[src/rtl/core/ili_pkg.sv]
// package for the indexed list block: item structs, action and status codes,
// cell control struct and fsm states. no dependencies
`timescale 1ns / 1ps

package ili_pkg;

    localparam int CAPACITY_DEF   = 1024;
    localparam int VALUE_BITS_DEF = 16;

    localparam int ACTION_W   = 3;
    localparam int POSITION_W = 11;
    localparam int ITEM_W     = 16;
    localparam int STATUS_W   = 2;
    localparam int LENGTH_W   = 11;

    // wide enough for any index or count up to the largest supported capacity
    localparam int IDX_MAX_W  = 13;

    // cells per first-level group of the read gather
    localparam int GROUP_SIZE = 64;

    localparam logic [ACTION_W-1:0] ACT_GET      = 3'd0;
    localparam logic [ACTION_W-1:0] ACT_ADD_HEAD = 3'd1;
    localparam logic [ACTION_W-1:0] ACT_ADD_TAIL = 3'd2;
    localparam logic [ACTION_W-1:0] ACT_ADD_AT   = 3'd3;
    localparam logic [ACTION_W-1:0] ACT_DELETE   = 3'd4;

    localparam logic [STATUS_W-1:0] STAT_DONE    = 2'd0;
    localparam logic [STATUS_W-1:0] STAT_INVALID = 2'd1;
    localparam logic [STATUS_W-1:0] STAT_FULL    = 2'd2;

    typedef struct packed {
        logic [ACTION_W-1:0]   action;
        logic [POSITION_W-1:0] position;
        logic [ITEM_W-1:0]     item_value;
    } request_t;

    typedef struct packed {
        logic [ITEM_W-1:0]   read_value;
        logic [STATUS_W-1:0] status;
        logic [LENGTH_W-1:0] length;
    } result_t;

    typedef enum logic [1:0] {
        CELL_HOLD,
        CELL_READ,
        CELL_INSERT,
        CELL_DELETE
    } cell_op_t;

    typedef struct packed {
        cell_op_t               op;
        logic [IDX_MAX_W-1:0]   pos;
    } cell_ctrl_t;

    typedef enum logic [1:0] {
        FSM_IDLE,
        FSM_EXEC,
        FSM_GATHER,
        FSM_REPORT
    } fsm_state_t;

endpackage

[src/rtl/core/ili_cell.sv]
// one storage cell of the list row: holds one entry, shifts with its neighbors
// depends on ili_pkg
`timescale 1ns / 1ps

module ili_cell
    import ili_pkg::*;
#(
    parameter int INDEX      = 0,
    parameter int VALUE_BITS = VALUE_BITS_DEF
)
(
    input  logic                  clk,
    input  cell_ctrl_t            ctrl,
    input  logic [VALUE_BITS-1:0] ins_value,
    input  logic [VALUE_BITS-1:0] left_value,
    input  logic [VALUE_BITS-1:0] right_value,
    output logic [VALUE_BITS-1:0] value,
    output logic [VALUE_BITS-1:0] rd_value
);

    localparam logic [IDX_MAX_W-1:0] MY_INDEX = IDX_MAX_W'(INDEX);

    logic [VALUE_BITS-1:0] value_reg;
    logic [VALUE_BITS-1:0] value_next;
    logic [VALUE_BITS-1:0] rd_reg;
    logic [VALUE_BITS-1:0] rd_next;

    always_comb
    begin
        value_next = value_reg;
        rd_next    = '0;
        case (ctrl.op)
            CELL_READ:
            begin
                if (MY_INDEX == ctrl.pos)
                    rd_next = value_reg;
            end
            CELL_INSERT:
            begin
                // entries at or past the slot move one place right
                if (MY_INDEX > ctrl.pos)
                    value_next = left_value;
                else if (MY_INDEX == ctrl.pos)
                    value_next = ins_value;
            end
            CELL_DELETE:
            begin
                if (MY_INDEX >= ctrl.pos)
                    value_next = right_value;
            end
            default:
            begin
                value_next = value_reg;
            end
        endcase
    end

    always_ff @(posedge clk)
    begin
        value_reg <= value_next;
        rd_reg    <= rd_next;
    end

    assign value    = value_reg;
    assign rd_value = rd_reg;

endmodule

[config.mk]
export PLATFORM = sky130hd
export DESIGN_NAME = ili_cell
export DESIGN_NICKNAME = d
export VERILOG_FILES = /design/src/rtl/core/ili_pkg.sv /design/src/rtl/core/ili_cell.sv
export SDC_FILE = /design/constraint.sdc
export NUM_CORES = 1
export LEC_CHECK = 0
export BUFFER_PORTS_ARGS = -buffer_cell sky130_fd_sc_hd__buf_2
export CAP_MARGIN = 20
export CORE_MARGIN = 3
export CORE_UTILIZATION = 35
export CTS_CLUSTER_DIAMETER = 40
export CTS_CLUSTER_SIZE = 40
export DETAILED_ROUTE_END_ITERATION = 10
export GPL_TIMING_DRIVEN = 0
export PLACE_DENSITY = 0.74
export SLEW_MARGIN = 0
export SYNTH_ARGS = -nofsm -noshare
export SYNTH_HDL_FRONTEND = slang
export SYNTH_SLANG_ARGS = --single-unit
[constraint.sdc]
create_clock -name clk -period 3.3 [get_ports clk]
set_input_delay 0 -clock clk [delete_from_list [all_inputs] [get_ports clk]]
set_output_delay 0 -clock clk [all_outputs]
set_load 0.01 [all_outputs]
==> results.md <==
Synthesis:
- By area the synthesized netlist is led by sky130_fd_sc_hd__edfxtp_1 (42%), sky130_fd_sc_hd__dfxtp_1 (28%), sky130_fd_sc_hd__mux2_2 (16%).
- The commonest cells after synthesis are sky130_fd_sc_hd__and2_1 (16), sky130_fd_sc_hd__dfxtp_1 (16), sky130_fd_sc_hd__edfxtp_1 (16), sky130_fd_sc_hd__mux2_2 (16).
- The most used flip-flop cell after synthesis is sky130_fd_sc_hd__edfxtp_1.
- The number of synthesized flops with an enable pin is 16.
- After synthesis the cells add up to around 1200 um2.
- The Yosys warning count is 0.
- The number of nets in the synthesized netlist is roughly 140.
- In the synthesized netlist the async set-or-reset flop fraction comes to 0.
- Synthesis instantiated 14 different standard cells from the library.
- The share of the Yosys chip area taken by registers is 0.6926.
- Of the post-synthesis cell area, the dominant cell type holds 0.4156.
- The count of state elements after synthesis is 32.
- sky130_fd_sc_hd__edfxtp_1 takes more of the synthesized area than any other cell.
- The synthesized netlist cell count is 74.
- Dividing the synthesized area by the synthesized cell count gives roughly 16 um2.

CTS:
- The later pin in the worst-skew pair is clocked with a latency of 0.32 ns.
- The number of buffers added for setup after CTS is 0.
- The level count of the clock H-tree is 2.
- The CTS clock-pin slew for the worst setup and hold paths is 0.09 ns.
- The number of resized instances in the post-cts repair step is 0.
- The number of clock buffers added by TritonCTS is 5.
- The cell chosen for the clock root is sky130_fd_sc_hd__clkbuf_4.
- TritonCTS built the clock tree.
- The number of sinks handled by clock tree synthesis is 32.
- Counting along the longest clock path gives a buffer depth of 2.

Global route:
- The number of antenna violations at the first check in global routing is 0.
- The via count of the first global-routing pass was about 1100.
- The first global-routing pass estimated 5168 um of wire.
- Entering global routing, the biggest net connects 17 pins.
- The total congestion overflow is 0.
- For this run, the total global-route usage over all layers was measured as 0.1709.

Die:
- The area of the die is a little over 4000 um2.
- The die extent in y is roughly 63 um.
- 96 I/O pins were placed.
- The total core area is ~3100 um2.
- The horizontal extent of the die is ~63 um.
- The row count is 20.
- The initial core utilization is 0.3726.

Power:
- The share of total power dissipated in the clock network is 0.305.
- The share of total power dissipated in sequential elements is 0.570.
- The power density normalized to cell area is around 370 nW/um2.
- Across the VDD grid, the largest voltage drop is roughly 0.16 mV.
- Of the total power, the share spent switching nets is 0.1966.
- The switching power total is roughly 140 uW.
- The analysis attributes to cell leakage a power of 0.9161 nW.
- Of the total power, combinational logic draws 0.124.
- Internal power comes to roughly 590 uW.

Setup path:
- The worst-path maximum fanout is 10.
- The worst setup path category is in -> reg.
- The type of element launching the critical path is an input pin.
- For the worst setup path, the data required time is around 3.4 ns.
- At the worst endpoint, the arrival time is about 1.8 ns.
- The worst setup path is captured at a flip-flop.

Place:
- The detailed placer's ending HPWL is 2056 um.
- The count of port buffers added during placement is 79.
- The final weighted congestion of routability-driven global placement is a little under 0.8.

STA:
- Clock skew on the completed layout was measured at approximately 0.009 ns.
- Final hold analysis gives a worst-case slack of 0.2538 ns.
- The clock period minus worst slack is between 1.5 and 2 ns.
- The count of pins over their slew limit came to 0.
- The setup total negative slack is 0 ns.
- The number of hold violations in the final report is 0.
- The actual slew at the worst max-slew pin is around 0.7 ns.
- Setup violations remaining at the end of the flow were counted as 0.
- The fraction of the cycle the final worst path needs is 0.5311.
- The worst pin sits at a relative slew slack of 0.5316.
- The highest clock frequency the design can meet is roughly 570 MHz.
- Setup repair after global routing left no endpoint under its margin.

Routing:
- In the routed layout, each cell is associated on average with a via count of 4.325.
- The remaining design rule violation count is 0.
- The total wirelength of the detailed-routed design is 3198 um.
- After the first detailed-routing iteration, the DRC count stood at 42.
- The detailed-route via count is 1025.
- Before antenna repair, the detailed router went through 2 iterations.
- In this run the remaining antenna-violating nets after routing total 0.
- The routed wire length per instance is about 13 um.

Run status:
- The run finished with clean final reports.

Final layout:
- The repair_antennas step left the layout with diodes totalling 0.
- The area growth from synthesis to final layout is 71.75%.
- After the last flow step, the layout net total stands at between 200 and 300.
- Of the cells placed in the final design, the portion with a size suffix greater than 1 is 0.5337.

Hold path:
- The tightest min-delay check is of the in -> reg type.

Job:
- The max-capacitance violation count is 0.
[per-layer routing]
metal	track usage	routed length [um]	vias up
met5	0	0	-
met1	0.1625	1054	472
met2	0.3168	1834	41
met4	0.09434	116	0
li1	-	-	500
met3	0.05704	192	12
[per-stage QoR]
stage	area (um2)	power (mW)	cells	worst slack [ns]	util
floorplan	1156	0.4476	74	1.809	-
global placement	1607	0.4757	197	1.563	0.5177
detailed placement	1607	0.4778	197	1.559	0.5177
CTS	1986	0.7304	237	1.616	0.6399
global route	1986	0.7649	237	1.493	0.6399
finish	1986	0.7321	237	1.547	0.6399
[worst max-delay path: stages]
cell	delay, ns
sky130_fd_sc_hd__buf_2	0.11
sky130_fd_sc_hd__nand2_1	0.24
sky130_fd_sc_hd__clkbuf_1	0.49
sky130_fd_sc_hd__mux2_2	0.41
sky130_fd_sc_hd__dlygate4sd3_1	0.57
[layout by cell type (no fill, tap or decap), drive strengths merged]
master and count:
clkbuf 9, and2 16, edfxtp 16, dfxtp 16, or4 1, mux2 16
dlygate4sd3 32, nor3b 1, nor4 1, nor4b 1, nand2 1, nor3 1
and4b 2, buf 80
[power by group through the flow]
stage / registers [mW] / clock network (mW) / logic, mW
after CTS: 0.418 / 0.226 / 0.0868
after global routing: 0.418 / 0.249 / 0.0979
after detailed placement: 0.427 / 0 / 0.0510
final: 0.418 / 0.223 / 0.0910
after floorplan: 0.427 / 0 / 0.0207
after global placement: 0.427 / 0 / 0.0488
[area by class of cell]
cell class,count,area (um2)
fillers,241,1117
flip-flops and latches,32,800.8
repair buffers,111,715.7
multi-input cells,40,340.3
clock buffers,8,58.81
well taps,44,55.05
plain buffers,2,15.01
[what timing repair did]
item	in CTS	in global routing
endpoints found under the setup margin	0	0
hold buffers	32	0
endpoints found under the hold margin	16	0
[cell families after synthesis]
group	after synthesis	share of synthesized area
mux	16	0.1558
buf+inv	2	0.01298
simple gates	24	0.1385
flops	32	0.6926
[final timing paths]
| path | startpoint | to | slack [ns] | depth (start not counted) |
|---|---|---|---|---|
| max | ctrl[14] | value[14]$_DFFE_PP_ | 1.55 | 5 |
| min | ctrl[2] | rd_value[0]$_SDFF_PN0_ | 0.25 | 4 |
| max reg2reg | value[11]$_DFFE_PP_ | rd_value[11]$_SDFF_PN0_ | 2.62 | 1 |
| min reg2reg | value[1]$_DFFE_PP_ | rd_value[1]$_SDFF_PN0_ | 0.48 | 1 |
No activity file was read; power rests on OpenSTA's default activity.
